### config.mk
export PLATFORM = sky130hd
export DESIGN_NAME = tone_envelope_sequencer
export DESIGN_NICKNAME = d
export VERILOG_FILES = /design/src/rtl/core/tes_pkg.sv /design/src/rtl/core/tone_envelope_sequencer.sv
export SDC_FILE = /design/constraint.sdc
export NUM_CORES = 2
export LEC_CHECK = 0
export BUFFER_PORTS_ARGS = -buffer_cell sky130_fd_sc_hd__buf_2
export CAP_MARGIN = 20
export CORE_ASPECT_RATIO = 0.7
export CORE_MARGIN = 2
export CORE_UTILIZATION = 39
export CTS_CLUSTER_SIZE = 14
export DETAILED_ROUTE_END_ITERATION = 8
export PLACE_DENSITY = 0.62
export RECOVER_POWER = 100
export SYNTH_ARGS = -nofsm -noshare
export SYNTH_HDL_FRONTEND = slang
export SYNTH_SLANG_ARGS = --single-unit
export TNS_END_PERCENT = 5
### constraint.sdc
create_clock -name clk -period 6.81 [get_ports clk]
set_input_delay 1.362 -clock clk [delete_from_list [all_inputs] [get_ports clk]]
set_output_delay 1.362 -clock clk [all_outputs]
set_load 0.1 [all_outputs]
### src/rtl/core/tes_pkg.sv
package tes_pkg;

    localparam int TABLE_DEPTH = 64;
    localparam int ADDR_W      = $clog2(TABLE_DEPTH);
    localparam int POS_W       = 7;

    localparam logic [POS_W-1:0] DEPTH_POS = POS_W'(TABLE_DEPTH);

    localparam logic [2:0] KIND_TICK      = 3'd0;
    localparam logic [2:0] KIND_START     = 3'd1;
    localparam logic [2:0] KIND_LOAD_NOTE = 3'd2;
    localparam logic [2:0] KIND_LOAD_ENV0 = 3'd3;
    localparam logic [2:0] KIND_LOAD_ENV1 = 3'd4;

    localparam logic [2:0] TGT_ENABLE  = 3'd0;
    localparam logic [2:0] TGT_VOLUME  = 3'd1;
    localparam logic [2:0] TGT_FREQ_LO = 3'd2;
    localparam logic [2:0] TGT_FREQ_HI = 3'd3;
    localparam logic [2:0] TGT_ENV0    = 3'd4;
    localparam logic [2:0] TGT_ENV1    = 3'd5;

    localparam logic [2:0] CFG_NOTE_COUNT  = 3'd0;
    localparam logic [2:0] CFG_ENV0_COUNT  = 3'd1;
    localparam logic [2:0] CFG_ENV1_COUNT  = 3'd2;
    localparam logic [2:0] CFG_LOOPING     = 3'd3;
    localparam logic [2:0] CFG_PAUSE_CODE  = 3'd4;
    localparam logic [2:0] CFG_SILENT_CODE = 3'd5;

    localparam logic [7:0] ENABLE_ON  = 8'h80;
    localparam logic [7:0] ENABLE_OFF = 8'h00;

    typedef struct packed {
        logic [2:0]  kind;
        logic [5:0]  entry_index;
        logic [10:0] entry_value;
        logic [7:0]  entry_ticks;
        logic [3:0]  level;
    } item_t;

    typedef struct packed {
        logic [2:0] target_reg;
        logic [7:0] write_value;
        logic       last;
    } result_t;

    typedef struct packed {
        logic [10:0] note_freq;
        logic [7:0]  note_ticks;
        logic [7:0]  env0_value;
        logic [7:0]  env0_ticks;
        logic [7:0]  env1_value;
        logic [7:0]  env1_ticks;
    } entry_t;

endpackage

### src/rtl/core/tone_envelope_sequencer.sv
// Load transactions are taken one per cycle while item_stall is low, and produce no results.
// A start or tick transaction holds the sequencer; it makes at most one table read per cycle
// from the single-port table memory and at most one register write per cycle.
// Each register write passes through a pending register and the result queue before
// it appears on the result port. The result queue has 16 entries and admits the next
// transaction while at most 7 results wait. Reset clears the playing flag, positions,
// tick counters, queue, looping flag and codes, and sets the entry counts to 1.
module tone_envelope_sequencer (
    input  logic             clk,
    input  logic             rst_n,
    input  logic             psel,
    input  logic             penable,
    input  logic             pwrite,
    input  logic [4:0]       paddr,
    input  logic [31:0]      pwdata,
    output logic [31:0]      prdata,
    output logic             pready,
    input  logic             item_valid,
    output logic             item_stall,
    input  tes_pkg::item_t   item,
    output logic             result_valid,
    input  logic             result_stall,
    output tes_pkg::result_t result
);
    import tes_pkg::*;

    localparam int Q_DEPTH     = 16;
    localparam int Q_AW        = $clog2(Q_DEPTH);
    localparam int MAX_RESULTS = 8;
    localparam int Q_ROOM      = Q_DEPTH - MAX_RESULTS - 1;

    localparam logic [4:0] ST_IDLE   = 5'd0;
    localparam logic [4:0] ST_S0     = 5'd1;
    localparam logic [4:0] ST_S1     = 5'd2;
    localparam logic [4:0] ST_S2     = 5'd3;
    localparam logic [4:0] ST_S3     = 5'd4;
    localparam logic [4:0] ST_S4     = 5'd5;
    localparam logic [4:0] ST_S5     = 5'd6;
    localparam logic [4:0] ST_N_RD   = 5'd7;
    localparam logic [4:0] ST_N_EV   = 5'd8;
    localparam logic [4:0] ST_N_STOP = 5'd9;
    localparam logic [4:0] ST_N_FR   = 5'd10;
    localparam logic [4:0] ST_N_LO   = 5'd11;
    localparam logic [4:0] ST_N_HI   = 5'd12;
    localparam logic [4:0] ST_E_RD   = 5'd13;
    localparam logic [4:0] ST_E_EV   = 5'd14;
    localparam logic [4:0] ST_E_WR   = 5'd15;
    localparam logic [4:0] ST_FIN    = 5'd16;

    logic [6:0]  note_count_reg;
    logic [6:0]  env0_count_reg;
    logic [6:0]  env1_count_reg;
    logic        looping_reg;
    logic [10:0] pause_code_reg;
    logic [10:0] silent_code_reg;
    logic        cfg_wr;
    logic [2:0]  cfg_idx;

    entry_t             tbl_mem [TABLE_DEPTH];
    entry_t             rd_data_reg;
    logic               rd_en;
    logic [ADDR_W-1:0]  rd_addr;
    logic [ADDR_W-1:0]  wr_addr;
    logic               mem_wr_note;
    logic               mem_wr_env0;
    logic               mem_wr_env1;

    logic [4:0]       state_reg, state_next;
    logic             playing_reg, playing_next;
    logic [POS_W-1:0] note_pos_reg, note_pos_next;
    logic [POS_W-1:0] env0_pos_reg, env0_pos_next;
    logic [POS_W-1:0] env1_pos_reg, env1_pos_next;
    logic [7:0]       note_cnt_reg, note_cnt_next;
    logic [7:0]       env0_cnt_reg, env0_cnt_next;
    logic [7:0]       env1_cnt_reg, env1_cnt_next;
    logic             trk_reg, trk_next;
    logic             is_start_reg, is_start_next;
    logic [3:0]       level_reg, level_next;

    logic             accept;
    logic             fsm_free;
    logic             room;
    logic [POS_W-1:0] nc;
    logic [POS_W-1:0] c0;
    logic [POS_W-1:0] c1;
    logic [POS_W-1:0] e_c;
    logic [POS_W-1:0] e_pos;
    logic [7:0]       e_cnt;
    logic [7:0]       e_ticks;
    logic [7:0]       e_val;
    logic [7:0]       n_cnt1;
    logic [POS_W-1:0] n_pos1;
    logic [7:0]       e_cnt1;
    logic [POS_W-1:0] e_pos1;
    logic             e_upd;
    logic [POS_W-1:0] e_pos_wr;
    logic [7:0]       e_cnt_wr;

    logic       emit_v;
    logic [2:0] emit_tgt;
    logic [7:0] emit_val;
    logic       pend_valid_reg;
    logic [2:0] pend_tgt_reg;
    logic [7:0] pend_val_reg;
    logic       push;
    result_t    push_data;
    logic       pop;

    result_t         q_mem [Q_DEPTH];
    logic [Q_AW-1:0] q_head_reg;
    logic [Q_AW-1:0] q_tail_reg;
    logic [Q_AW:0]   q_count_reg;

    assign pready  = 1'b1;
    assign cfg_wr  = psel & penable & pwrite;
    assign cfg_idx = paddr[4:2];

    always_ff @(posedge clk or negedge rst_n)
    begin
        if (!rst_n)
        begin
            note_count_reg  <= 7'd1;
            env0_count_reg  <= 7'd1;
            env1_count_reg  <= 7'd1;
            looping_reg     <= 1'b0;
            pause_code_reg  <= '0;
            silent_code_reg <= '0;
        end
        else if (cfg_wr)
        begin
            case (cfg_idx)
                CFG_NOTE_COUNT:  note_count_reg  <= pwdata[6:0];
                CFG_ENV0_COUNT:  env0_count_reg  <= pwdata[6:0];
                CFG_ENV1_COUNT:  env1_count_reg  <= pwdata[6:0];
                CFG_LOOPING:     looping_reg     <= pwdata[0];
                CFG_PAUSE_CODE:  pause_code_reg  <= pwdata[10:0];
                CFG_SILENT_CODE: silent_code_reg <= pwdata[10:0];
                default:         ;
            endcase
        end
    end

    always_comb
    begin
        case (cfg_idx)
            CFG_NOTE_COUNT:  prdata = 32'(note_count_reg);
            CFG_ENV0_COUNT:  prdata = 32'(env0_count_reg);
            CFG_ENV1_COUNT:  prdata = 32'(env1_count_reg);
            CFG_LOOPING:     prdata = 32'(looping_reg);
            CFG_PAUSE_CODE:  prdata = 32'(pause_code_reg);
            CFG_SILENT_CODE: prdata = 32'(silent_code_reg);
            default:         prdata = '0;
        endcase
    end

    assign fsm_free   = (state_reg == ST_IDLE) || (state_reg == ST_FIN);
    assign room       = q_count_reg <= (Q_AW + 1)'(Q_ROOM);
    assign item_stall = ~(fsm_free & room);
    assign accept     = item_valid & ~item_stall;

    assign wr_addr     = item.entry_index;
    assign mem_wr_note = accept && (item.kind == KIND_LOAD_NOTE);
    assign mem_wr_env0 = accept && (item.kind == KIND_LOAD_ENV0);
    assign mem_wr_env1 = accept && (item.kind == KIND_LOAD_ENV1);

    always_ff @(posedge clk)
    begin
        if (mem_wr_note)
        begin
            tbl_mem[wr_addr].note_freq  <= item.entry_value;
            tbl_mem[wr_addr].note_ticks <= item.entry_ticks;
        end
        if (mem_wr_env0)
        begin
            tbl_mem[wr_addr].env0_value <= item.entry_value[7:0];
            tbl_mem[wr_addr].env0_ticks <= item.entry_ticks;
        end
        if (mem_wr_env1)
        begin
            tbl_mem[wr_addr].env1_value <= item.entry_value[7:0];
            tbl_mem[wr_addr].env1_ticks <= item.entry_ticks;
        end
        if (rd_en)
        begin
            rd_data_reg <= tbl_mem[rd_addr];
        end
    end

    assign nc = (note_count_reg > DEPTH_POS) ? DEPTH_POS : note_count_reg;
    assign c0 = (env0_count_reg > DEPTH_POS) ? DEPTH_POS : env0_count_reg;
    assign c1 = (env1_count_reg > DEPTH_POS) ? DEPTH_POS : env1_count_reg;

    assign e_c     = trk_reg ? c1 : c0;
    assign e_pos   = trk_reg ? env1_pos_reg : env0_pos_reg;
    assign e_cnt   = trk_reg ? env1_cnt_reg : env0_cnt_reg;
    assign e_ticks = trk_reg ? rd_data_reg.env1_ticks : rd_data_reg.env0_ticks;
    assign e_val   = trk_reg ? rd_data_reg.env1_value : rd_data_reg.env0_value;

    assign n_cnt1 = note_cnt_reg + 8'd1;
    assign n_pos1 = note_pos_reg + POS_W'(1);
    assign e_cnt1 = e_cnt + 8'd1;
    assign e_pos1 = e_pos + POS_W'(1);

    always_comb
    begin
        state_next    = state_reg;
        playing_next  = playing_reg;
        note_pos_next = note_pos_reg;
        env0_pos_next = env0_pos_reg;
        env1_pos_next = env1_pos_reg;
        note_cnt_next = note_cnt_reg;
        env0_cnt_next = env0_cnt_reg;
        env1_cnt_next = env1_cnt_reg;
        trk_next      = trk_reg;
        is_start_next = is_start_reg;
        level_next    = level_reg;
        rd_en         = 1'b0;
        rd_addr       = '0;
        emit_v        = 1'b0;
        emit_tgt      = TGT_ENABLE;
        emit_val      = ENABLE_OFF;
        e_upd         = 1'b0;
        e_pos_wr      = e_pos;
        e_cnt_wr      = e_cnt;

        case (state_reg)
            ST_IDLE, ST_FIN:
            begin
                state_next = ST_IDLE;
                if (accept && (item.kind == KIND_START))
                begin
                    state_next    = ST_S0;
                    is_start_next = 1'b1;
                    level_next    = item.level;
                end
                else if (accept && (item.kind == KIND_TICK) && playing_reg)
                begin
                    state_next    = ST_N_RD;
                    is_start_next = 1'b0;
                    level_next    = item.level;
                end
            end
            ST_S0:
            begin
                playing_next  = 1'b1;
                note_pos_next = '0;
                env0_pos_next = '0;
                env1_pos_next = '0;
                note_cnt_next = '0;
                env0_cnt_next = '0;
                env1_cnt_next = '0;
                rd_en         = 1'b1;
                rd_addr       = '0;
                emit_v        = 1'b1;
                emit_tgt      = TGT_ENABLE;
                emit_val      = ENABLE_ON;
                state_next    = ST_S1;
            end
            ST_S1:
            begin
                emit_v     = 1'b1;
                emit_tgt   = TGT_VOLUME;
                emit_val   = {level_reg, level_reg};
                state_next = ST_S2;
            end
            ST_S2:
            begin
                emit_v     = 1'b1;
                emit_tgt   = TGT_FREQ_LO;
                emit_val   = rd_data_reg.note_freq[7:0];
                state_next = ST_S3;
            end
            ST_S3:
            begin
                emit_v     = 1'b1;
                emit_tgt   = TGT_FREQ_HI;
                emit_val   = {5'd0, rd_data_reg.note_freq[10:8]};
                state_next = ST_S4;
            end
            ST_S4:
            begin
                emit_v     = 1'b1;
                emit_tgt   = TGT_ENV0;
                emit_val   = rd_data_reg.env0_value;
                state_next = ST_S5;
            end
            ST_S5:
            begin
                emit_v     = 1'b1;
                emit_tgt   = TGT_ENV1;
                emit_val   = rd_data_reg.env1_value;
                state_next = is_start_reg ? ST_FIN : ST_E_RD;
            end
            ST_N_RD:
            begin
                trk_next = 1'b0;
                if (note_pos_reg < nc)
                begin
                    rd_en      = 1'b1;
                    rd_addr    = note_pos_reg[ADDR_W-1:0];
                    state_next = ST_N_EV;
                end
                else
                begin
                    state_next = ST_E_RD;
                end
            end
            ST_N_EV:
            begin
                if (n_cnt1 >= rd_data_reg.note_ticks)
                begin
                    note_cnt_next = '0;
                    note_pos_next = n_pos1;
                    if (n_pos1 >= nc)
                    begin
                        if (!looping_reg)
                        begin
                            emit_v     = 1'b1;
                            emit_tgt   = TGT_ENABLE;
                            emit_val   = ENABLE_OFF;
                            state_next = ST_N_STOP;
                        end
                        else
                        begin
                            state_next = ST_S0;
                        end
                    end
                    else
                    begin
                        rd_en      = 1'b1;
                        rd_addr    = n_pos1[ADDR_W-1:0];
                        state_next = ST_N_FR;
                    end
                end
                else
                begin
                    note_cnt_next = n_cnt1;
                    state_next    = ST_E_RD;
                end
            end
            ST_N_STOP:
            begin
                emit_v       = 1'b1;
                emit_tgt     = TGT_VOLUME;
                emit_val     = 8'h00;
                playing_next = 1'b0;
                state_next   = ST_E_RD;
            end
            ST_N_FR:
            begin
                emit_v   = 1'b1;
                emit_tgt = TGT_ENABLE;
                if ((rd_data_reg.note_freq == pause_code_reg) ||
                    (rd_data_reg.note_freq == silent_code_reg))
                begin
                    emit_val   = ENABLE_OFF;
                    state_next = ST_E_RD;
                end
                else
                begin
                    emit_val   = ENABLE_ON;
                    state_next = ST_N_LO;
                end
            end
            ST_N_LO:
            begin
                emit_v     = 1'b1;
                emit_tgt   = TGT_FREQ_LO;
                emit_val   = rd_data_reg.note_freq[7:0];
                state_next = ST_N_HI;
            end
            ST_N_HI:
            begin
                emit_v     = 1'b1;
                emit_tgt   = TGT_FREQ_HI;
                emit_val   = {5'd0, rd_data_reg.note_freq[10:8]};
                state_next = ST_E_RD;
            end
            ST_E_RD:
            begin
                if (e_pos < e_c)
                begin
                    rd_en      = 1'b1;
                    rd_addr    = e_pos[ADDR_W-1:0];
                    state_next = ST_E_EV;
                end
                else if (trk_reg)
                begin
                    state_next = ST_FIN;
                end
                else
                begin
                    trk_next   = 1'b1;
                    state_next = ST_E_RD;
                end
            end
            ST_E_EV:
            begin
                e_upd = 1'b1;
                if (e_cnt1 >= e_ticks)
                begin
                    e_cnt_wr = '0;
                    if (looping_reg && (e_pos1 >= e_c))
                    begin
                        e_pos_wr   = '0;
                        rd_en      = 1'b1;
                        rd_addr    = '0;
                        state_next = ST_E_WR;
                    end
                    else if (e_pos1 < e_c)
                    begin
                        e_pos_wr   = e_pos1;
                        rd_en      = 1'b1;
                        rd_addr    = e_pos1[ADDR_W-1:0];
                        state_next = ST_E_WR;
                    end
                    else
                    begin
                        e_pos_wr   = e_pos1;
                        trk_next   = 1'b1;
                        state_next = trk_reg ? ST_FIN : ST_E_RD;
                    end
                end
                else
                begin
                    e_cnt_wr   = e_cnt1;
                    trk_next   = 1'b1;
                    state_next = trk_reg ? ST_FIN : ST_E_RD;
                end
            end
            ST_E_WR:
            begin
                emit_v     = 1'b1;
                emit_tgt   = trk_reg ? TGT_ENV1 : TGT_ENV0;
                emit_val   = e_val;
                trk_next   = 1'b1;
                state_next = trk_reg ? ST_FIN : ST_E_RD;
            end
            default:
            begin
                state_next = ST_IDLE;
            end
        endcase

        if (e_upd)
        begin
            if (trk_reg)
            begin
                env1_pos_next = e_pos_wr;
                env1_cnt_next = e_cnt_wr;
            end
            else
            begin
                env0_pos_next = e_pos_wr;
                env0_cnt_next = e_cnt_wr;
            end
        end
    end

    always_ff @(posedge clk or negedge rst_n)
    begin
        if (!rst_n)
        begin
            state_reg    <= ST_IDLE;
            playing_reg  <= 1'b0;
            note_pos_reg <= '0;
            env0_pos_reg <= '0;
            env1_pos_reg <= '0;
            note_cnt_reg <= '0;
            env0_cnt_reg <= '0;
            env1_cnt_reg <= '0;
            trk_reg      <= 1'b0;
            is_start_reg <= 1'b0;
        end
        else
        begin
            state_reg    <= state_next;
            playing_reg  <= playing_next;
            note_pos_reg <= note_pos_next;
            env0_pos_reg <= env0_pos_next;
            env1_pos_reg <= env1_pos_next;
            note_cnt_reg <= note_cnt_next;
            env0_cnt_reg <= env0_cnt_next;
            env1_cnt_reg <= env1_cnt_next;
            trk_reg      <= trk_next;
            is_start_reg <= is_start_next;
        end
    end

    always_ff @(posedge clk)
    begin
        level_reg <= level_next;
    end

    // The newest register write is held in a pending register until the next write, so that the final one of a
    // transaction can be marked when the sequencer reaches its finishing state.
    always_comb
    begin
        push_data.target_reg  = pend_tgt_reg;
        push_data.write_value = pend_val_reg;
        push_data.last        = (state_reg == ST_FIN);
        push                  = pend_valid_reg && (emit_v || (state_reg == ST_FIN));
    end

    always_ff @(posedge clk or negedge rst_n)
    begin
        if (!rst_n)
        begin
            pend_valid_reg <= 1'b0;
        end
        else if (emit_v)
        begin
            pend_valid_reg <= 1'b1;
        end
        else if (state_reg == ST_FIN)
        begin
            pend_valid_reg <= 1'b0;
        end
    end

    always_ff @(posedge clk)
    begin
        if (emit_v)
        begin
            pend_tgt_reg <= emit_tgt;
            pend_val_reg <= emit_val;
        end
        if (push)
        begin
            q_mem[q_tail_reg] <= push_data;
        end
    end

    assign result_valid = (q_count_reg != '0);
    assign result       = q_mem[q_head_reg];
    assign pop          = result_valid & ~result_stall;

    always_ff @(posedge clk or negedge rst_n)
    begin
        if (!rst_n)
        begin
            q_head_reg  <= '0;
            q_tail_reg  <= '0;
            q_count_reg <= '0;
        end
        else
        begin
            if (push)
            begin
                q_tail_reg <= q_tail_reg + Q_AW'(1);
            end
            if (pop)
            begin
                q_head_reg <= q_head_reg + Q_AW'(1);
            end
            q_count_reg <= q_count_reg + (Q_AW + 1)'(push) - (Q_AW + 1)'(pop);
        end
    end

endmodule

==> summary.md <==
| Metric | Value |
|---|---|
| Final GP Congestion | 0.961 |
| Area grow syn2layout | 12.9% |
| Combinational family with the most area after synthesis | simple AND/OR/NAND/NOR gates |
| Yosys Warn Count | 0 |
| Vias in the first global route | 90,200 |
| GRT Total Usage | 24.1% |
| Top layer in use | met5 |
| GRT overflow | 0 |
| Post-Syn Instances | 10,900 |
| PortBufs | 77 |
| Row Count | 188 |
| Dominant cells by area after synthesis | edfxtp_1 (72%), nand2_1 (7.6%), nand3_1 (4.2%), dfrtp_1 (1.8%), mux2i_1 (1.7%) |
| Switching part of the total | 24.3% |
| Ys flop type | edfxtp_1 |
| Mux contribution to synthesized area | 3.10% |
| Status | complete, but fails checks |
| Worst-case clock skew | 82.0 ps |
| CP max FO | 32 |
| First-pass iteration count of the detailed router | 9 |
| Register area share after synthesis | 74.2% |
| Internal power | 36.2 mW |
| Hold Violations, Final | 0 |
| Die X | 736 µm |
| Hold WC Path Type | reg -> reg |
| Final WS setup | -18.8 ps |
| Global-route wire length before repair | 664,000 µm |
| Met3 wire len | 73,300 µm |
| Mapped Area | 146,000 µm² |
| H-tree levels | 5 |
| Crit path arrival time | 7620 ps |
| I/O pin count | 123 |
| CTS tree | built |
| Layout cells sized above 1 | 10.0% |
| FFs w/ async S/R, synth | 3.06% |
| Fmax | 146 MHz |
| Type of destination of the critical path | flop |
| Final wirelength | 473,000 µm |
| Hpwl dp | 291,000 µm |
| Synth Area in Compound Gates | 5.29% |
| Switching power | 11.7 mW |
| Cell taking the most area after synthesis | edfxtp_1 |
| Worst-margin pin slew | 6290 ps |
| XOR/XNOR share of the synthesized area | 0.346% |
| Clock slew at reported path FFs | 60 ps |
| Num CTS Buffers | 333 |
| Worst skew pair latency | 950 ps |
| CTS Buffer Depth | 4 |
| Drt via density | 5.91 |
| Pin count of the biggest net entering global routing | 145 |
| Via count | 96,900 |
| Reg2reg setup slack | -20 ps |
| Antenna violations before repair | 45 |
| Post-route ant nets | 0 |
| Met1 WL | 188,000 µm |
| Max FFs per register | 3,264 |
| Final max-slew violation count | 4,015 |
| Crit path kind | reg -> reg |
| DR WL/cell | 28.9 µm |
| Clock power frac | 37.7% |
| P per Cell Area | 290 nW/µm² |
| Worst vdd ir | 0.311 mV |
| Share of the synthesized area in the top cell type | 72.3% |
| Crit path time final | 6830 ps |
| CORE AREA | 374,000 µm² |
| Met2 WL post-DR | 196,000 µm |
| Cells after DPL | 15,800 |
| Max-slew headroom | -319% |
| Post-synth EDFFs | 3,522 |
| Critical Path Start Type | flop |
| Adder-Cell Fraction of Synth Area | 0.510% |
| Req. time, crit path | 7600 ps |
| DRC | 1 |
| Die ar. | 380,000 µm² |
| Post-synthesis register bit count | 3,633 |
| Setup Slack @ Placement | 128 ps |
| Mapped Avg Cell Area | 13.5 µm² |
| Combinational share of power | 8.2% |
| Initial core utilization | 39.1% |
| Unrepaired setup endpoints after global routing | no |
| CTS root buffer | clkbuf_16 |
| Tcrit/Tclk final | 100% |
| Post-synth cell types | 88 |
| Non-filler cells, final | 16,400 |
| Post-layout nets | 11,300 |
| Failing checks | design-rule violations, max-capacitance violations, max-slew violations, negative setup slack |
| Seq pwr share | 54.1% |
| Setup violations, final | 1 |
| Die span in y | 516 µm |
| Number of max-cap violations | 94 |
| Clk sinks | 3,633 |
| Simple-Gate Fraction of Synth Area | 14.1% |
| Pleak | 56.4 nW |
| First DRT Iteration DRCs | 16,300 |
| Pwr Total | 47.9 mW |
| Hold Buf Count CTS | 0 |
==> area by class of cell <==
class	instances	area, µm²
Timing Repair Buffer	721	5520
Multi-Input combinational cell	6474	34600
Fill cell	33100	209000
Sequential cell	3633	109000
Antenna cell	11	27.5
Inverter	45	169
Clock inverter	135	1120
Tap cell	4940	6180
Clock buffer	434	8930
==> critical path, stage by stage, from the launching register on <==
cell      delay [ps]
dfrtp_4          610
buf_4            360
and3b_1          230
o21ai_0          330
xnor2_2          210
ha_1             300
a21o_1           170
a31oi_1          170
o21ai_0          160
or4_4            650
buf_2            210
o221a_2          520
buf_6            380
nor2_2           800
clkbuf_2         690
nand4_1          290
nand4_1          190
buf_4            210
a22o_1           140
==> metal layers <==
layer / vias to the layer above / track usage, %
met5: - / 0.201
met4: 16 / 7.11
met3: 823 / 8.37
met2: 6508 / 33.9
met1: 48600 / 35.2
li1: 40900 / -
==> power by group through the flow <==
stage                     logic [mW]  clock network, mW  registers (mW)
after CTS                       3.92               18.2            25.8
final                           3.90               18.1            25.9
after global placement          3.84                  0            26.3
after detailed placement        3.91                  0            26.3
after floorplan                 2.81                  0            25.9
after global routing            4.17               19.0            26.0
==> cells in the final DEF (no fill, tap or decap), drive strengths merged, types with 22 or more instances in the layout <==
cell / synthesis / layout
a21oi: 279 / 279
ha: 58 / 58
conb: 2 / 22
nor3: 57 / 57
a31oi: 177 / 177
and2: 26 / 26
and3: 105 / 105
o2111ai: 26 / 26
nand3: 1233 / 1233
mux4: 61 / 61
xor2: 35 / 35
dfrtp: 108 / 108
mux2i: 254 / 254
mux2: 55 / 55
a221oi: 37 / 37
a311oi: 78 / 78
o31ai: 22 / 22
nor2b: 24 / 24
buf: 445 / 443
edfxtp: 3522 / 3522
o22ai: 62 / 62
a32o: 38 / 38
o21ai: 161 / 161
clkbuf: 273 / 711
nand2: 2959 / 2959
clkinv: 0 / 102
nor2: 288 / 288
inv: 45 / 57
a32oi: 112 / 112
nand4: 72 / 72
==> through the flow <==
| step | utilization [%] | hold slack [ps] | TNS (ps) | instance area, µm² |
|---|---|---|---|---|
| after floorplan | - | 450 | 0 | 146000 |
| after global placement | 41.7 | 462 | 0 | 156000 |
| after detailed placement | 41.8 | 472 | 0 | 156000 |
| after CTS | 44.5 | 344 | 0 | 166000 |
| after global routing | 44.1 | 494 | 0 | 165000 |
| final | 44.1 | 481 | -18.8 | 165000 |
==> timing repair <==
item,in CTS,in global routing
setup endpoints to repair,0,26
hold endpoints to repair,0,0
buffers inserted,0,6
resized for setup,0,6
==> cells in the mapped netlist, drive strengths merged (38+ instances only) <==
| master | count |
|---|---|
| a21oi | 279 |
| a311oi | 78 |
| a31oi | 177 |
| a32o | 38 |
| a32oi | 112 |
| and3 | 105 |
| buf | 445 |
| clkbuf | 273 |
| dfrtp | 108 |
| edfxtp | 3522 |
| ha | 58 |
| inv | 45 |
| mux2 | 55 |
| mux2i | 254 |
| mux4 | 61 |
| nand2 | 2959 |
| nand3 | 1233 |
| nand4 | 72 |
| nor2 | 288 |
| nor3 | 57 |
| o21ai | 161 |
| o22ai | 62 |
==> path summary, 6_finish.rpt <==
check,startpoint,to,depth (start not counted)
worst min-delay path,pend_valid_reg,pend_valid_reg,1
max in group asynchronous,rst_n,env1_count_reg[0],3
min in group asynchronous,rst_n,q_head_reg[0],1
worst min register to register,pend_valid_reg,pend_valid_reg,1
worst max-delay path,trk_reg,rd_data_reg[40],18
worst max register to register,trk_reg,rd_data_reg[40],18
==> kinds of logic (layout without fill, tap and decap cells) <==
logic type,after synthesis,after routing
xor gates and xnor gates,56,56
buffers and inverters,763,1335
other,2,33
and+or+nand+nor,4831,4831
adders and majority gates,59,59
AOI/OAI and AO/OA,1136,1136
DFF,3633,3633
muxes,370,370
Note: power is estimated with default switching activity, not from simulation.
